**src/hw/rtl/lrc_pkg.sv**
```systemverilog
// Shared types, codes and helpers for the link role contention block.
`timescale 1ns / 1ps
`default_nettype none

package lrc_pkg;

    localparam int CNT_W = 10;
    localparam int DLY_W = 7;
    localparam logic [CNT_W-1:0] CNT_MAX = {CNT_W{1'b1}};

    // Item kinds
    localparam logic [1:0] KIND_START = 2'd0;
    localparam logic [1:0] KIND_TICK  = 2'd1;
    localparam logic [1:0] KIND_BYTE  = 2'd2;

    // Role codes as shown on the outcome field
    localparam logic [1:0] ROLE_MASTER = 2'd0;
    localparam logic [1:0] ROLE_SLAVE  = 2'd1;
    localparam logic [1:0] ROLE_SINGLE = 2'd2;
    localparam logic [1:0] ROLE_NONE   = 2'd3;

    // Bit positions in the early token latch
    localparam int PEND_PING = 0;
    localparam int PEND_ACK  = 1;

    // Configuration register indexes
    localparam logic [2:0] CFG_PING_TOKEN   = 3'd0;
    localparam logic [2:0] CFG_ACK_TOKEN    = 3'd1;
    localparam logic [2:0] CFG_ROUND_LENGTH = 3'd2;
    localparam logic [2:0] CFG_SETTLE       = 3'd3;
    localparam logic [2:0] CFG_RANDOM_WAIT  = 3'd4;
    localparam logic [2:0] CFG_DELAY_OFFSET = 3'd5;

    typedef enum logic [2:0] {
        PH_IDLE,
        PH_SETTLE,
        PH_RANDWAIT,
        PH_LISTEN,
        PH_ACKWAIT,
        PH_DONE
    } lrc_phase_t;

    typedef struct packed {
        logic [7:0]       ping_token;
        logic [7:0]       ack_token;
        logic [CNT_W-1:0] round_length_ms;
        logic [3:0]       settle_ms;
        logic [3:0]       random_wait_ms;
        logic [3:0]       delay_offset_ms;
    } lrc_cfg_t;

    typedef struct packed {
        lrc_phase_t       phase;
        logic [CNT_W-1:0] ms_count;
        logic [DLY_W-1:0] delay_ms;
        logic             forced;
        logic             usb_side;
        logic [1:0]       pending;
        logic [1:0]       role;
    } lrc_state_t;

    typedef struct packed {
        logic       tx_valid;
        logic [7:0] tx_byte;
        logic [1:0] outcome;
        logic       done_res;
    } lrc_result_t;

    // Ack window: round length less the listen delay, floored at zero
    function automatic logic [CNT_W-1:0] window_len(input logic [CNT_W-1:0] rl,
                                                    input logic [DLY_W-1:0] dly);
        logic [CNT_W-1:0] d;
        d = CNT_W'(dly);
        return (rl > d) ? (rl - d) : '0;
    endfunction

endpackage

`default_nettype wire

```
**src/hw/rtl/link_role_contention.sv**
```systemverilog
// Top level of the link role contention block: state, configuration and output buffer.
// Output: a result beat is registered in the main output register, or first in the skid
//   register while the output is stalled.
// Throughput: one input beat per cycle while the skid is empty; in_ready depends only on
//   the skid register, so a beat is still taken while a finished result waits on a stalled output.
// Reset (rst_n low, asynchronous): phase idle, role none, latch empty, registers at defaults.
`timescale 1ns / 1ps
`default_nettype none

module link_role_contention (
    input  wire logic       clk,
    input  wire logic       rst_n,
    // input channel
    input  wire logic       in_valid,
    output logic            in_ready,
    input  wire logic [1:0] kind,
    input  wire logic       skip_delay,
    input  wire logic       has_usb,
    input  wire logic [5:0] random_bits,
    input  wire logic [7:0] rx_byte,
    // output channel
    output logic            out_valid,
    input  wire logic       out_ready,
    output logic            tx_valid,
    output logic [7:0]      tx_byte,
    output logic [1:0]      outcome,
    output logic            done_res,
    // configuration writes
    input  wire logic       cfg_we,
    input  wire logic [2:0] cfg_index,
    input  wire logic [9:0] cfg_data
);

    lrc_pkg::lrc_cfg_t    cfg_reg;
    lrc_pkg::lrc_state_t  state_reg;
    lrc_pkg::lrc_state_t  state_next;
    lrc_pkg::lrc_result_t res_next;

    // Output buffer: main register drives the port, skid holds a second beat
    logic                 main_valid_reg;
    lrc_pkg::lrc_result_t main_res_reg;
    logic                 skid_valid_reg;
    lrc_pkg::lrc_result_t skid_res_reg;

    logic in_fire;
    logic main_free;

    // ------------------------------------------------------------------
    // Configuration registers: take a write on any edge with cfg_we high,
    // ignore indexes past the last register.
    // ------------------------------------------------------------------
    always_ff @(posedge clk or negedge rst_n)
    begin
        if (!rst_n)
        begin
            cfg_reg.ping_token      <= 8'd0;
            cfg_reg.ack_token       <= 8'd1;
            cfg_reg.round_length_ms <= 10'd1000;
            cfg_reg.settle_ms       <= 4'd1;
            cfg_reg.random_wait_ms  <= 4'd2;
            cfg_reg.delay_offset_ms <= 4'd3;
        end
        else if (cfg_we)
        begin
            unique case (cfg_index)
                lrc_pkg::CFG_PING_TOKEN:   cfg_reg.ping_token      <= cfg_data[7:0];
                lrc_pkg::CFG_ACK_TOKEN:    cfg_reg.ack_token       <= cfg_data[7:0];
                lrc_pkg::CFG_ROUND_LENGTH: cfg_reg.round_length_ms <= cfg_data;
                lrc_pkg::CFG_SETTLE:       cfg_reg.settle_ms       <= cfg_data[3:0];
                lrc_pkg::CFG_RANDOM_WAIT:  cfg_reg.random_wait_ms  <= cfg_data[3:0];
                lrc_pkg::CFG_DELAY_OFFSET: cfg_reg.delay_offset_ms <= cfg_data[3:0];
                default:
                begin
                end
            endcase
        end
    end

    // ------------------------------------------------------------------
    // Contention sequencer: one step per accepted beat.
    // ------------------------------------------------------------------
    lrc_step u_step (
        .st           (state_reg),
        .cfg          (cfg_reg),
        .kind         (kind),
        .skip_delay   (skip_delay),
        .has_usb      (has_usb),
        .random_bits  (random_bits),
        .rx_byte      (rx_byte),
        .st_next      (state_next),
        .res          (res_next)
    );

    assign in_ready  = !skid_valid_reg;
    assign in_fire   = in_valid && in_ready;
    assign main_free = !main_valid_reg || out_ready;

    // Advance the state only on an accepted beat
    always_ff @(posedge clk or negedge rst_n)
    begin
        if (!rst_n)
        begin
            state_reg.phase    <= lrc_pkg::PH_IDLE;
            state_reg.ms_count <= '0;
            state_reg.delay_ms <= '0;
            state_reg.forced   <= 1'b0;
            state_reg.usb_side <= 1'b0;
            state_reg.pending  <= '0;
            state_reg.role     <= lrc_pkg::ROLE_NONE;
        end
        else if (in_fire)
        begin
            state_reg <= state_next;
        end
    end

    // ------------------------------------------------------------------
    // Output buffer control. When the main register frees up, refill it
    // from the skid first so order is kept; otherwise park a new beat in
    // the skid until the consumer takes the main one.
    // ------------------------------------------------------------------
    always_ff @(posedge clk or negedge rst_n)
    begin
        if (!rst_n)
        begin
            main_valid_reg <= 1'b0;
            skid_valid_reg <= 1'b0;
        end
        else
        begin
            if (main_free)
            begin
                if (skid_valid_reg)
                begin
                    main_valid_reg <= 1'b1;
                    skid_valid_reg <= 1'b0;
                end
                else
                begin
                    main_valid_reg <= in_fire;
                end
            end
            else if (in_fire)
            begin
                skid_valid_reg <= 1'b1;
            end
        end
    end

    // Payload of the buffer: no reset needed
    always_ff @(posedge clk)
    begin
        if (main_free)
        begin
            if (skid_valid_reg)
                main_res_reg <= skid_res_reg;
            else if (in_fire)
                main_res_reg <= res_next;
        end
        else if (in_fire)
        begin
            skid_res_reg <= res_next;
        end
    end

    assign out_valid = main_valid_reg;
    assign tx_valid  = main_res_reg.tx_valid;
    assign tx_byte   = main_res_reg.tx_byte;
    assign outcome   = main_res_reg.outcome;
    assign done_res  = main_res_reg.done_res;

endmodule

`default_nettype wire

```
**src/hw/rtl/lrc_step.sv**
```systemverilog
// Next-state and result logic for one beat of the role contention sequencer.
`timescale 1ns / 1ps
`default_nettype none

module lrc_step (
    input  var lrc_pkg::lrc_state_t  st,
    input  var lrc_pkg::lrc_cfg_t    cfg,
    input  wire logic [1:0]          kind,
    input  wire logic                skip_delay,
    input  wire logic                has_usb,
    input  wire logic [5:0]          random_bits,
    input  wire logic [7:0]          rx_byte,
    output lrc_pkg::lrc_state_t      st_next,
    output lrc_pkg::lrc_result_t     res
);

    logic [lrc_pkg::CNT_W-1:0] cnt_inc;
    logic [lrc_pkg::DLY_W-1:0] rand_dly;
    logic [lrc_pkg::DLY_W-1:0] dly;
    logic [lrc_pkg::CNT_W-1:0] win_ack;
    logic [1:0]                hit;
    logic                      go_listen;
    logic                      go_ack;

    assign cnt_inc  = (st.ms_count == lrc_pkg::CNT_MAX) ? st.ms_count
                                                         : st.ms_count + lrc_pkg::CNT_W'(1);
    assign rand_dly = st.usb_side ? '0
                    : lrc_pkg::DLY_W'(cfg.delay_offset_ms) + lrc_pkg::DLY_W'(random_bits);
    assign hit[lrc_pkg::PEND_PING] = (rx_byte == cfg.ping_token);
    assign hit[lrc_pkg::PEND_ACK]  = (rx_byte == cfg.ack_token);

    always_comb
    begin
        st_next      = st;
        res.tx_valid = 1'b0;
        res.tx_byte  = '0;
        res.done_res = 1'b0;
        go_listen    = 1'b0;
        go_ack       = 1'b0;
        dly          = st.delay_ms;

        unique case (kind)
            lrc_pkg::KIND_START:
            begin
                st_next.phase    = lrc_pkg::PH_SETTLE;
                st_next.ms_count = '0;
                st_next.delay_ms = '0;
                st_next.pending  = '0;
                st_next.forced   = skip_delay;
                st_next.usb_side = has_usb;
            end
            lrc_pkg::KIND_TICK:
            begin
                unique case (st.phase)
                    lrc_pkg::PH_SETTLE:
                    begin
                        if (cnt_inc >= lrc_pkg::CNT_W'(cfg.settle_ms))
                        begin
                            st_next.ms_count = '0;
                            if (st.forced)
                            begin
                                dly       = '0;
                                go_listen = 1'b1;
                            end
                            else if (cfg.random_wait_ms == '0)
                            begin
                                // zero random wait ends on the same tick
                                dly       = rand_dly;
                                go_listen = 1'b1;
                            end
                            else
                            begin
                                st_next.phase = lrc_pkg::PH_RANDWAIT;
                            end
                        end
                        else
                        begin
                            st_next.ms_count = cnt_inc;
                        end
                    end
                    lrc_pkg::PH_RANDWAIT:
                    begin
                        if (cnt_inc >= lrc_pkg::CNT_W'(cfg.random_wait_ms))
                        begin
                            dly       = rand_dly;
                            go_listen = 1'b1;
                        end
                        else
                        begin
                            st_next.ms_count = cnt_inc;
                        end
                    end
                    lrc_pkg::PH_LISTEN:
                    begin
                        if (cnt_inc >= lrc_pkg::CNT_W'(st.delay_ms))
                            go_ack = 1'b1;
                        else
                            st_next.ms_count = cnt_inc;
                    end
                    lrc_pkg::PH_ACKWAIT:
                    begin
                        st_next.ms_count = cnt_inc;
                        if (cnt_inc >= lrc_pkg::window_len(cfg.round_length_ms, st.delay_ms))
                        begin
                            st_next.role  = lrc_pkg::ROLE_SINGLE;
                            st_next.phase = lrc_pkg::PH_DONE;
                            res.done_res  = 1'b1;
                        end
                    end
                    default:
                    begin
                    end
                endcase
            end
            lrc_pkg::KIND_BYTE:
            begin
                unique case (st.phase) inside
                    lrc_pkg::PH_SETTLE, lrc_pkg::PH_RANDWAIT:
                    begin
                        if (st.pending == '0)
                            st_next.pending = hit;
                    end
                    lrc_pkg::PH_LISTEN:
                    begin
                        if (hit[lrc_pkg::PEND_PING])
                        begin
                            res.tx_valid  = 1'b1;
                            res.tx_byte   = cfg.ack_token;
                            st_next.role  = lrc_pkg::ROLE_SLAVE;
                            st_next.phase = lrc_pkg::PH_DONE;
                            res.done_res  = 1'b1;
                        end
                        else if (hit[lrc_pkg::PEND_ACK])
                        begin
                            st_next.phase    = lrc_pkg::PH_SETTLE;
                            st_next.ms_count = '0;
                            st_next.forced   = 1'b0;
                            st_next.pending  = '0;
                        end
                    end
                    lrc_pkg::PH_ACKWAIT:
                    begin
                        if (hit[lrc_pkg::PEND_ACK])
                        begin
                            st_next.role  = lrc_pkg::ROLE_MASTER;
                            st_next.phase = lrc_pkg::PH_DONE;
                            res.done_res  = 1'b1;
                        end
                        else if (hit[lrc_pkg::PEND_PING])
                        begin
                            st_next.phase    = lrc_pkg::PH_SETTLE;
                            st_next.ms_count = '0;
                            st_next.forced   = 1'b0;
                            st_next.pending  = '0;
                        end
                    end
                    default:
                    begin
                    end
                endcase
            end
            default:
            begin
            end
        endcase

        // Start listening; a zero delay goes straight to the ping
        if (go_listen)
        begin
            st_next.delay_ms = dly;
            if (dly == '0)
            begin
                go_ack = 1'b1;
            end
            else
            begin
                st_next.phase    = lrc_pkg::PH_LISTEN;
                st_next.ms_count = '0;
                st_next.pending  = '0;
                if (st.pending[lrc_pkg::PEND_PING])
                begin
                    res.tx_valid  = 1'b1;
                    res.tx_byte   = cfg.ack_token;
                    st_next.role  = lrc_pkg::ROLE_SLAVE;
                    st_next.phase = lrc_pkg::PH_DONE;
                    res.done_res  = 1'b1;
                end
                else if (st.pending[lrc_pkg::PEND_ACK])
                begin
                    st_next.phase   = lrc_pkg::PH_SETTLE;
                    st_next.forced  = 1'b0;
                end
            end
        end

        // Send the ping and open the ack window; an empty window ends as single, a latched ack as master
        win_ack = lrc_pkg::window_len(cfg.round_length_ms, dly);
        if (go_ack)
        begin
            st_next.phase    = lrc_pkg::PH_ACKWAIT;
            st_next.ms_count = '0;
            st_next.pending  = '0;
            res.tx_valid     = 1'b1;
            res.tx_byte      = cfg.ping_token;
            if (win_ack == '0)
            begin
                st_next.role  = lrc_pkg::ROLE_SINGLE;
                st_next.phase = lrc_pkg::PH_DONE;
                res.done_res  = 1'b1;
            end
            else if (st.pending[lrc_pkg::PEND_ACK])
            begin
                st_next.role  = lrc_pkg::ROLE_MASTER;
                st_next.phase = lrc_pkg::PH_DONE;
                res.done_res  = 1'b1;
            end
            else if (st.pending[lrc_pkg::PEND_PING])
            begin
                st_next.phase  = lrc_pkg::PH_SETTLE;
                st_next.forced = 1'b0;
            end
        end

        res.outcome = st_next.role;
    end

endmodule

`default_nettype wire

```
**config.mk**
```make
export PLATFORM = sky130hd
export DESIGN_NAME = link_role_contention
export DESIGN_NICKNAME = d
export VERILOG_FILES = /design/src/hw/rtl/lrc_pkg.sv /design/src/hw/rtl/link_role_contention.sv /design/src/hw/rtl/lrc_step.sv
export SDC_FILE = /design/constraint.sdc
export NUM_CORES = 1
export LEC_CHECK = 0
export ABC_AREA = 1
export CORE_UTILIZATION = 35
export DETAILED_ROUTE_END_ITERATION = 12
export DONT_BUFFER_PORTS = 1
export PLACE_DENSITY = 0.57
export SYNTH_ARGS = -nofsm -noshare
export SYNTH_HDL_FRONTEND = slang
export SYNTH_HIERARCHICAL = 1
export SYNTH_SLANG_ARGS = --single-unit
```
**constraint.sdc**
```tcl
create_clock -name clk -period 13.3 [get_ports clk]
set_input_delay 1.33 -clock clk [delete_from_list [all_inputs] [get_ports clk]]
set_output_delay 1.33 -clock clk [all_outputs]
set_load 0.005 [all_outputs]
```
### Yosys cells after proc, flatten, opt, wreduce, memory -nomap -nowiden

Index checks and enable logic that the tools add are counted.

| word-level totals | value |
|---|---|
| output and inout bits | 14 |
| register bits | 90 |

| cells by class | value |
|---|---|
| bitwise logic cells | 1 |
| eq/ne operators | 14 |
| reductions and logical operators | 24 |
| add/subtract/negate cells | 4 |
| mux-type cells | 103 |
| magnitude comparators | 6 |

Operators with widths:

| kind | number |
|---|---|
| $mux W10 | 8 |
| $mux W9 | 7 |
| $mux W13 | 4 |
| $mux W7 | 7 |
| $pmux W10 S4 | 1 |
| $pmux W13 S3 | 1 |
| $mux W1 | 34 |
| $mux W3 | 10 |
| $mux W2 | 13 |
| $pmux W13 S2 | 1 |
| $mux W12 | 2 |
| $mux W21 | 1 |
| $ge A10 B4 Y1 | 2 |
| $gt A10 B7 Y1 | 2 |
| $reduce_and A2 Y1 | 10 |
| $sub A10 B7 Y10 | 2 |
| $eq A8 B8 Y1 | 2 |
| $pmux W7 S2 | 1 |
| $eq A3 B2 Y1 const B | 4 |
| $mux W4 | 3 |
| $pmux W2 S2 | 3 |
| $add A10 B1 Y10 const B | 1 |
| $eq A10 B10 Y1 const B | 1 |
| $ge A10 B10 Y1 | 1 |
| other kinds (20) | 31 |

### Logic depth before layout (Yosys ltp)

| depth | value |
|---|---|
| word-level depth | 15 |
| depth in mapped cells | 40 |
| mapped depth without buffers | 39 |

### Cells and area by module

The synthesis kept the hierarchy.

By module, submodules not included:

| module | cells each | times used | sequential area each (um2) | area an instance (um2) |
|---|---|---|---|---|
| lrc_step | 713 | 1 | 0.0 | 3831.2 |
| link_role_contention | 362 | 1 | 2388.5 | 3533.4 |

### Least setup slack after synthesis

OpenSTA, ideal clock, no wires.

| path | value |
|---|---|
| path type | input to register |
| from | input port kind[1] |
| to | register main_res_reg, in the netlist outcome[0], data pin |
| data arrival time | 4427 ps |
| library setup time | 252 ps |
| path buffers | 1 |
| setup slack | 8621 ps |
| stages on the path | 24 |
| path through | inv_1 > ha_1 > clkbuf_1 > inv_1 > nor2_1 > nand3_1 > nand2_1 > inv_1 > ha_1 > fa_1 > o21ai_0 > nand3_1 > nand2_1 > nand2_1 > nand2_1 > inv_1 > nor4_1 > nand4_1 > nand2_1 > o21ai_1 > nand2_1 > inv_1 > nand2_1 > nand2_1 |

RTL lines:

| element | line | RTL |
|---|---|---|
| from (decl) | link_role_contention.sv:16 | `input wire logic [1:0] kind,` |
| to (signal assigned) | link_role_contention.sv:156 | `main_res_reg <= skid_res_reg;` |
| to (signal assigned) | link_role_contention.sv:158 | `main_res_reg <= res_next;` |
| to (decl) | link_role_contention.sv:41 | `lrc_pkg::lrc_result_t main_res_reg;` |

==> summary.md <==
In the final routed layout, each cell accounts on average for 15.6 um. Setup violations remaining at the end of the flow were counted as 0. The fraction of the core area covered by cells at the end of the flow is 38.6%, and the number of remaining DRC errors is 0. The library cell used most frequently in the layout, excluding fill and tap cells, is sky130_fd_sc_hd__nand2_1. For this run, the leading register cell type out of synthesis is sky130_fd_sc_hd__dfrtp_1. Adding up every negative setup slack in the final design gives 0 ns. The die is 147 um wide. The clock transition at the register clock pins on the worst setup and hold paths after CTS is 0.07 ns. The post-synthesis async set-or-reset flop share came out at 73.3%. The worst-case IR drop observed on VDD is 0.0000671 V. Summed over all nets, the half-perimeter wirelength after detailed placement is 15900 um. The shortest period the worst path allows came out at 5.60 ns. Data arrives at the worst endpoint at 5.71 ns. Share of cells above drive strength 1: 7.79%. The area occupied by multi-input gates came out at 4360 um^2.

Hold repair after CTS inserted 0 buffers. In this run the worst hold path is classified as reg -> reg. The combinational family with the most area after synthesis is simple AND/OR/NAND/NOR gates. The met1 layer usage reported by global route is 28.2%, and the clock network latency to the later pin of the worst-skew pair is 0.36 ns. The tools report the critical path endpoint category as a register. During synthesis, Yosys emitted a total of 6 warnings.

Among all stages on the critical path, the largest delay is contributed by sky130_fd_sc_hd__xor2_1. For the total die area, the log shows 21600 um^2. The tools report the number of antenna violations at the first check in global routing as 0. Summing the areas of all compound-gate instances in the mapped netlist gives 9.14% of the synthesized area. At the pin with the least slew margin, the transition time is 1.08 ns. Number of max-capacitance violations reported: 0. On the final layout, the worst hold slack is 0.470 ns. Counting the fill cells in the layout gives 2227. The per-cell via count in the routed design was 5.09; the net count after synthesis was 1163.

The final critical path takes up 42.1% of the cycle. In the final design database the tool counted 1149 nets. The flow ran to the end, and the final reports show no timing, DRC or antenna violations. The routing usage on met2 is 31.4%.

The number of resized instances in the post-cts repair step was 0. Post-CTS timing repair inserted 0 buffers for setup. Entering global routing, the biggest net connects 67 pins.

Power per cell area: 163 nW/um^2. For this block, the initial DRC count from the detailed router was 465. Quantity of I/O buffers inserted on ports: 0. The cell sitting at the root of the clock tree is a sky130_fd_sc_hd__clkbuf_16. The number of max-slew violations in the final report is 0, and the mux cell area share after synthesis is 0%. Sorting the synthesized cells by area gives the leading types as sky130_fd_sc_hd__nand2_1 (20%), sky130_fd_sc_hd__dfrtp_1 (18%), sky130_fd_sc_hd__edfxtp_1 (9.8%).

After synthesis, the netlist uses 54 different library cells. The run gives 5 as the number of iterations in the first detailed-routing pass. The layer with the highest usage after global routing was met2. The highest fanout seen on the critical path is 10.

STA classifies the critical path startpoint as a register. For this block, the routed nets add up to 20800 um of wire. The logs give 6431 for the number of global-route vias before repair and 52 for the number of rows in the core area.

The relative max-transition margin came out at 27.6%. Leaving out fill and tap cells, the most frequent cells in the layout are sky130_fd_sc_hd__nand2_1 (387), sky130_fd_sc_hd__nand3_1 (125), sky130_fd_sc_hd__inv_1 (120), sky130_fd_sc_hd__nor2_1 (70), sky130_fd_sc_hd__dfrtp_1 (53). Between clock sinks in the finished design, the worst skew comes to 0.00970 ns.

The critical path is of the reg -> reg type. Based on the critical path, the design can be clocked at up to 179 MHz. The count of flip-flops with a built-in enable after synthesis works out to 24. The number of flip-flops under the largest register name was 38; the number of inserted diodes was 0.

The data required time at the worst endpoint is 13.41 ns. Pin placement for this block handled 50 I/O pins. The tools report the mapped cell area as 7360 um^2.

The number of buffers inserted during clock tree synthesis is 9, and the worst stage delay on the critical path is 0.47 ns. The leakage power summed over all cells came out at 4.00 nW. The region available for standard cell placement spans 20400 um^2. TritonCTS built the clock tree. Compared with the post-synthesis result, the final layout area differs by 7.05%. Counting stages on the worst path, the most repeated cell is sky130_fd_sc_hd__nand2_1.

Synthesis inferred 90 register bits. Global routing finished with a remaining overflow of 0. No sink is reached through more buffers than the 2 on the longest clock path. Global routing consumed, over all layers together, 20.2% of the routing resources. Registers take 2390 um^2. For the count of clock tree sinks, the log shows 90. The synthesized-area fraction occupied by and/or/nand/nor cells is 40.2%. The synthesized netlist devotes 9.14% of its cell area to adder and majority cells. The number of levels in the clock H-tree came out at 3. The share of synthesized area occupied by flip-flops and latches is 32.4%, and the number of failing hold endpoints at the final stage is 0.

The count of antenna-violating nets left after detailed routing is 0. Of the total synthesized cell area, the portion taken by XOR and XNOR cells is 0.714%. The final route contains 6795 vias.

At the end of routability-driven placement, the weighted congestion stood at 0.905. Setup repair after global routing left no endpoint under its margin. The average instance in the mapped netlist occupies 6.85 um^2. The initial utilization of the core area, before any placement, comes to 36.0%. In the synthesized netlist, the number of instances is 1075. sky130_fd_sc_hd__nand2_1 takes more of the synthesized area than any other cell. The vertical die dimension was 147 um. The tools report the first-pass GRT wire length as 34100 um. In the global route stage, met3 resource usage came out at 4.19%. The top cell type by area accounts for 19.7% of the synthesized area.
==> report_power, final <==
part	internal [mW]	leakage [nW]	switching, mW	total [mW]
Sequential	0.332	1.06	0.0487	0.381
Combinational	0.211	2.78	0.418	0.629
Clock	0.151	0.153	0.126	0.278
==> metrics by stage <==
stage	setup slack, ns	std cells	total power [mW]	cell area (um^2)
after floorplan	8.62	1075	0.866	7360
after global placement	7.86	1320	1.00	7560
after detailed placement	7.80	1320	1.00	7560
after CTS	7.78	1336	1.29	7880
after global routing	6.97	1336	1.40	7880
final	7.70	1336	1.29	7880
==> layer usage <==
layer  vias up  part of all wire (%)
met5         -                     0
met4         0                   1.4
met3        22                   6.8
met2       183                    44
met1      3102                    47
li1       3488                     -
==> kinds of logic after synthesis <==
group	count (synthesis)
flops	90
compound gates	114
buf+inv	151
fa+ha+maj	52
xor+xnor	6
simple gates	662
==> synthesized netlist by cell type (5+ instances only) <==
| cell | number |
|---|---|
| sky130_fd_sc_hd__o21ai_1 | 5 |
| sky130_fd_sc_hd__clkbuf_1 | 8 |
| sky130_fd_sc_hd__buf_4 | 6 |
| sky130_fd_sc_hd__nand2_1 | 387 |
| sky130_fd_sc_hd__xor2_1 | 5 |
| sky130_fd_sc_hd__a21oi_1 | 40 |
| sky130_fd_sc_hd__or2_2 | 12 |
| sky130_fd_sc_hd__dfrtp_1 | 53 |
| sky130_fd_sc_hd__nand4_1 | 20 |
| sky130_fd_sc_hd__nand2_2 | 13 |
| sky130_fd_sc_hd__nor2_1 | 70 |
| sky130_fd_sc_hd__edfxtp_1 | 24 |
| sky130_fd_sc_hd__nand3_1 | 125 |
| sky130_fd_sc_hd__o211ai_1 | 10 |
| sky130_fd_sc_hd__buf_2 | 11 |
| sky130_fd_sc_hd__nor3_1 | 5 |
| sky130_fd_sc_hd__o21ai_0 | 33 |
| sky130_fd_sc_hd__ha_1 | 49 |
| sky130_fd_sc_hd__inv_1 | 120 |
| sky130_fd_sc_hd__a31oi_1 | 5 |
| sky130_fd_sc_hd__dfstp_2 | 13 |
==> worst max-delay path, delay by kind of cell, from the launching register on <==
family,cells,cell delay (ns)
fa+ha+maj,3,0.94
xor+xnor,1,0.47
flops,1,0.46
buf+inv,4,0.22
compound gates,3,0.46
simple gates,27,2.81
==> layout make-up <==
cell class,count,area share [%]
Clock buffer,9,2.86
Tap cell,270,4.29
Inverter,124,5.90
Sequential cell,90,30.3
Clock inverter,7,1.19
Multi-Input combinational cell,834,55.3
Timing Repair Buffer,2,0.190
==> path summary, 6_finish.rpt <==
path | from | endpoint | slack (ns) | cells past startpoint
min in group asynchronous | rst_n | state_reg[19] | 0.66 | 0
max in group asynchronous | rst_n | cfg_reg[21] | 12.37 | 0
hold reg to reg | cfg_reg[12] | cfg_reg[12] | 0.47 | 2
hold / removal | cfg_reg[12] | cfg_reg[12] | 0.47 | 2
setup reg to reg | state_reg[14] | outcome[0] | 7.70 | 38
setup / recovery | state_reg[14] | outcome[0] | 7.70 | 38
No activity file was read; power rests on OpenSTA's default activity.
